<file path="config.mk">
export PLATFORM = sky130hd
export DESIGN_NAME = tfn_fifo
export DESIGN_NICKNAME = d
export VERILOG_FILES = /design/src/hw/rtl/tfn_pkg.sv /design/src/hw/rtl/tfn_fifo.sv
export SDC_FILE = /design/constraint.sdc
export NUM_CORES = 1
export LEC_CHECK = 0
export ABC_AREA = 1
export BUFFER_PORTS_ARGS = -buffer_cell sky130_fd_sc_hd__buf_4
export CAP_MARGIN = 40
export CORE_MARGIN = 2
export CORE_UTILIZATION = 41
export CTS_CLUSTER_SIZE = 24
export DETAILED_ROUTE_END_ITERATION = 8
export PLACE_DENSITY = 0.64
export SETUP_SLACK_MARGIN = 0.05
export SYNTH_ARGS = -nofsm -noshare
export SYNTH_HDL_FRONTEND = slang
export SYNTH_SLANG_ARGS = --single-unit
export TNS_END_PERCENT = 20
</file>
<file path="constraint.sdc">
create_clock -name clock -period 4.12 [get_ports clock]
set_input_delay 0.618 -clock clock [delete_from_list [all_inputs] [get_ports clock]]
set_output_delay 0.618 -clock clock [all_outputs]
set_load 0.02 [all_outputs]
</file>
<file path="src/hw/rtl/tfn_pkg.sv">
`timescale 1ns / 1ps
`default_nettype none
package tfn_pkg;
   localparam int COORD_WIDTH  = 24;
   localparam int NORMAL_WIDTH = 16;

   // edge, product and cross widths
   localparam int EW  = COORD_WIDTH + 1;
   localparam int PRW = 2 * EW;
   localparam int CRW = PRW + 1;
   localparam int MW  = CRW - 1;
   // split of the magnitude for squaring
   localparam int MLO = MW / 2;
   localparam int MHI = MW - MLO;
   localparam int SQW = 2 * MW;
   localparam int SW  = SQW + 2;
   // quotient bits, running products
   localparam int QW  = NORMAL_WIDTH - 1;
   localparam int QSW = SW + QW;
   localparam int PW  = SW + 2 * QW + 1;

   localparam int FIFO_DEPTH = 4;
   localparam int FIFO_AW    = 2;

   typedef logic signed [COORD_WIDTH-1:0]  coord_type;
   typedef logic signed [NORMAL_WIDTH-1:0] normal_type;
   typedef logic [MW-1:0]                  mag_type;

   typedef struct packed {
      logic [2:0][MW-1:0] mag;
      logic [2:0]         neg;
      logic               last;
   } item_type;
endpackage
`default_nettype wire

</file>
<file path="src/hw/rtl/tfn_fifo.sv">
`timescale 1ns / 1ps
`default_nettype none
module tfn_fifo (
   input  wire logic               clock,
   input  wire logic               reset,
   input  wire logic               push,
   input  wire tfn_pkg::item_type  push_data,
   input  wire logic               pop,
   output tfn_pkg::item_type       pop_data,
   output logic                    full,
   output logic                    not_empty
);
   localparam int AW = tfn_pkg::FIFO_AW;

   tfn_pkg::item_type mem_ff [tfn_pkg::FIFO_DEPTH];
   logic [AW-1:0] wr_ff, rd_ff;
   logic [AW:0]   count_ff, count_in;

   assign full      = count_ff == (AW+1)'(tfn_pkg::FIFO_DEPTH);
   assign not_empty = count_ff != '0;
   assign pop_data  = mem_ff[rd_ff];

   always_comb begin
      count_in = count_ff;
      if (push && !pop) count_in = count_ff + 1'b1;
      else if (pop && !push) count_in = count_ff - 1'b1;
   end

   always_ff @(posedge clock) begin
      if (reset) begin
         wr_ff    <= '0;
         rd_ff    <= '0;
         count_ff <= '0;
      end else begin
         if (push) wr_ff <= wr_ff + 1'b1;
         if (pop) rd_ff <= rd_ff + 1'b1;
         count_ff <= count_in;
      end
   end

   always_ff @(posedge clock) begin
      if (push) mem_ff[wr_ff] <= push_data;
   end
endmodule
`default_nettype wire

</file>
# Yosys cells after proc, flatten, opt, wreduce, memory -nomap -nowiden
# Memory sizes are Yosys's and may differ from the RTL's. A register that Yosys moved wholly into a read port is not among the register bits.
# Index checks and enable logic that the tools add are counted.
# totals
register_bits	7
mem_bits_rw	616
output_inout_bits	156
wordCells	21
mem_count	1
# classes
addsub	4
eq_ne	1
n_mux	6
n_reduce_logical	6
# mem_list
name	words	width	read_ports	rd_clocked_by_memory_dff	write_ports	line_no	source
mem_ff	4	154	1	1	1	tfn_fifo.sv:15	tfn_pkg::item_type mem_ff [tfn_pkg::FIFO_DEPTH];
# op_table
cell	n
$mux 3	2
$add 2x1->2 const B	2
$mux 2	2
$add 3x1->3 const B	1
$eq 3x3->1 const B	1
$reduce_bool 3->1	1
$sub 3x1->3 const B	1
$logic_and 1x1->1	2
$logic_not 1->1	2
$mux 1	2
$reduce_bool 2->1	1

# Longest topological paths before layout
# logic_depth
ltp_word	4
ltp_mapped	10
mapped_depth_nobuf	10

# Least setup slack after synthesis
# OpenSTA, ideal clock, no wires.
# synth_timing
path_type	input-to-reg
startpoint	input push
endpoint	memory mem_ff[2][0] (netlist name), enable pin
arrival_time_ns	3.614
t_required_ns	3.613
path_slack_ns	0.000
stages	2
n_path_buf	0
path_cell_list	nand2_1 -> inv_1
# synth_between
elab_chain_len	2
# synth_lines
item	line_no	source
start: declaration	tfn_fifo.sv:6	input wire logic push,
$mux 1	tfn_fifo.sv:42	if (push) mem_ff[wr_ff] <= push_data;
$mux 1 (implied by the code)	tfn_fifo.sv:42	
end: declaration	tfn_fifo.sv:15	
# No other way between the ends.

==> results summary <==
Once the clock tree was built, the resizer swapped 0 gates to a different size. Counting flops and latches in the post-synthesis netlist gives 625. The number of iterations in the first detailed-routing pass is 5.

In this run the tightest slew margin relative to its limit is 40.71%. After global routing the overflow that remains totals 0. Once layout is complete, the utilization of the core stands at 50.67%. Based on the critical path, the design can be clocked at up to 315.0 MHz.

The clock network fraction of total power is 39.2%. The data required time at the worst endpoint came out at 3.50 ns. The area used by multi-input combinational logic is 0.003872 sq mm.

Once detail routing completed, the nets flagged for antenna violations numbered 0. The data arrival time at the worst-slack endpoint came out at 2.56 ns. The number of placement rows came out at 87.

The number of buffers added for setup after CTS is 0. Before CTS, the worst setup slack after placement is 1.534 ns. The floorplan die height came out at 241.6 microns.

The class of the most critical hold timing path is primary input to flop. The internal portion of the total power is 0.01124 W. The number of pins with negative max-slew slack in the final report was 0. The analysis attributes to net switching a power of 0.003422 W. The post-detailed-placement half-perimeter wirelength came out at 29.65 mm. The die boundary width is 241.6 microns. The number of nets at the end of the flow came out at 2016. Routability-driven placement finished with a final weighted congestion of 0.7361. The number of global-route vias before repair came out at 14.18k. Setup violations remaining at the end of the flow were counted as 0.

The deepest clock path buffer count came out at 3. The measured slew at the worst slew-check pin is 0.8894 ns. The critical setup path kind is flop to output port.

Sequential elements use 80.70% of the synthesized area. The region available for standard cell placement spans 0.05606 sq mm. The total DRC errors in the routed layout is 0. Setup repair after global routing left no endpoint under its margin.

Clock latency on the worst-skew pair, taken at its later pin, is 0.59 ns. CTS saw 625 sinks. In the layout the commonest cells are sky130_fd_sc_hd__edfxtp_1, sky130_fd_sc_hd__buf_4, sky130_fd_sc_hd__nor2_1. After detailed placement, the design holds a cell count of 2540.

Between clock sinks in the finished design, the worst skew comes to 0.01750 ns. The floorplan step defined a die boundary enclosing 0.05837 sq mm. The flow ran to the end, and the final reports show no timing, DRC or antenna violations.

The sequential cells in the finished layout cover a total of 0.01869 sq mm. The via total after detailed routing came out at 13.82k. The first-pass GRT wire length came out at 80.97 mm.

The area overhead of the layout relative to synthesis came out at 22.72%. The leakage power summed over all cells came out at 9.814 nW. The post-cts hold buffer count is 0. After synthesis, the netlist uses 21 different library cells. The nature of the critical path startpoint is a flop. The smallest hold slack is 0.1976 ns. The final clock period utilization by the worst path is 77.06%. The cell area that synthesis handed to floorplanning was 0.02315 sq mm. The net count after synthesis came out at 1712. The I/O pin count came out at 314.

The filler cells instantiated in the layout total 4661. The average size of a mapped cell came out at 14.95 sq um. The largest net degree at the start of global routing came out at 159. In this run switching power makes up 23.33% of total power. The clock tree synthesis step divided the H-tree into 3 levels. The count of mapped cells out of synthesis came out at 1548.

STA classifies the critical path endpoint as an output port. The minimum clock period after layout is 3.175 ns. TritonCTS created 66 clock buffers. The most common cell after layout, fill and taps aside is sky130_fd_sc_hd__edfxtp_1. The count of endpoints failing hold in the final timing report is 0. The via density per instance came out at 5.198. The setup TNS is 0 ns. The starting DRC count in detailed routing is 712. The warning count from the yosys run came out at 0. The initial standard-cell utilization of the core is 41.29%. The post-route worst setup slack came out at 0.9451 ns. The power per cell area is 516.3 mW/mm^2. The relative contribution of sequential cells to total power came out at 50.0%. Cells with a size suffix above 1 make up 22.87% of the layout. TritonCTS built the clock tree. Of all nets on the critical path, the largest fanout is 116. The number of antenna violations at the first check in global routing is 3. The final instance count without filler cells is 2659. The wire length per cell after detailed routing came out at 19.83 microns. Max-cap violations in this run came to 0. The largest vdd supply drop came out at 0.0004223 V. The count of input and output buffers came out at 313. The overall track demand over capacity in global routing is 17.85%. In this run, the combinational gates consume 10.9% of the power. The clock root buffer is sky130_fd_sc_hd__clkbuf_16.

For this block, the routed nets add up to 52.73 mm of wire. The clock edge transition at the registers on the reported setup and hold paths is 0.06 ns.
-- critical path, cell delays in order, from the launching register on --
cell and delay (ns):
sky130_fd_sc_hd__dfxtp_4 0.38, sky130_fd_sc_hd__inv_8 0.43, sky130_fd_sc_hd__buf_4 0.45, sky130_fd_sc_hd__o21ai_0 0.12, sky130_fd_sc_hd__o22ai_1 0.24, sky130_fd_sc_hd__buf_4 0.19
-- per-stage QoR --
stage | total power, W | cell area (sq um)
3_5_place_dp | 0.009076 | 26280
3_3_place_gp | 0.009034 | 26260
5_1_grt | 0.01522 | 28400
4_1_cts | 0.01485 | 28400
6_report | 0.01466 | 28400
2_1_floorplan | 0.008329 | 23150
-- final cells by class --
type,instances,share of cell area [%]
flip-flops and latches,625,65.78
clock buffers,79,6.136
inverters,17,0.3260
multi-input cells,805,13.63
diodes,1,0.008810
clock inverters,39,1.321
well taps,756,3.330
repair buffers,337,9.462
-- power groups by stage --
stage | combinational (W) | clock, W | sequential (W)
6_report | 0.00159 | 0.00574 | 0.00733
5_1_grt | 0.00172 | 0.00615 | 0.00735
4_1_cts | 0.00161 | 0.00590 | 0.00733
3_5_place_dp | 0.00161 | 0 | 0.00747
3_3_place_gp | 0.00158 | 0 | 0.00746
2_1_floorplan | 0.000846 | 0 | 0.00748
-- layer usage --
| metal | vias up | global-route usage [%] | routed length (microns) |
|---|---|---|---|
| li1 | 6471 | - | - |
| met1 | 6897 | 21.92 | 21510 |
| met2 | 386 | 30.17 | 26180 |
| met3 | 63 | 5.339 | 3966 |
| met4 | 4 | 5.937 | 1056 |
| met5 | - | 0 | 25 |
-- path summary, 6_finish.rpt --
check	start	to	slack, ns	cells past startpoint
setup / recovery	flop	pop_data[21]	0.95	5
hold / removal	reset	count_ff[0]$_SDFFE_PP0P_	0.20	2
setup reg to reg	wr_ff[0]$_SDFFE_PP0P_	mem_ff[2][97]$_DFFE_PP_	1.96	5
hold reg to reg	rd_ff[1]$_SDFFE_PP0P_	flop	0.46	1
-- kinds of logic (layout without fill, tap and decap cells) --
group / Yosys count / count (layout) / synth area share (%)
buf+inv: 118 / 472 / 2.573
other cells: 0 / 1 / 0
fa+ha+maj: 6 / 6 / 0.3568
xor+xnor: 1 / 1 / 0.03785
compound gates: 470 / 470 / 11.00
flops: 625 / 625 / 80.70
simple gates: 328 / 328 / 5.341
-- synth_stat cells --
library cell,count,share of area [%]
sky130_fd_sc_hd__nor3_1,1,0.022
sky130_fd_sc_hd__edfxtp_1,616,80
sky130_fd_sc_hd__o21ai_1,18,0.39
sky130_fd_sc_hd__buf_6,13,0.63
sky130_fd_sc_hd__dfxtp_1,9,0.78
sky130_fd_sc_hd__buf_8,1,0.065
sky130_fd_sc_hd__buf_2,20,0.43
sky130_fd_sc_hd__ha_1,5,0.27
sky130_fd_sc_hd__nor2_1,315,5.1
sky130_fd_sc_hd__o22ai_1,154,4.2
sky130_fd_sc_hd__nand2_1,10,0.16
sky130_fd_sc_hd__nand3_1,1,0.022
sky130_fd_sc_hd__inv_2,2,0.032
sky130_fd_sc_hd__nand4_1,1,0.027
sky130_fd_sc_hd__o21ai_0,295,6.4
sky130_fd_sc_hd__xor2_1,1,0.038
sky130_fd_sc_hd__inv_1,15,0.24
sky130_fd_sc_hd__fa_1,1,0.086
sky130_fd_sc_hd__buf_4,5,0.16
sky130_fd_sc_hd__clkbuf_1,62,1.0
sky130_fd_sc_hd__a21oi_1,3,0.065
-- sequential cells by signal (all words and copies together) (netlist names), named ones only --
| signal | flops |
|---|---|
| mem_ff | 616 |
| count_ff | 3 |
| rd_ff | 2 |
| wr_ff | 2 |
(Power assumes the default switching activity.)
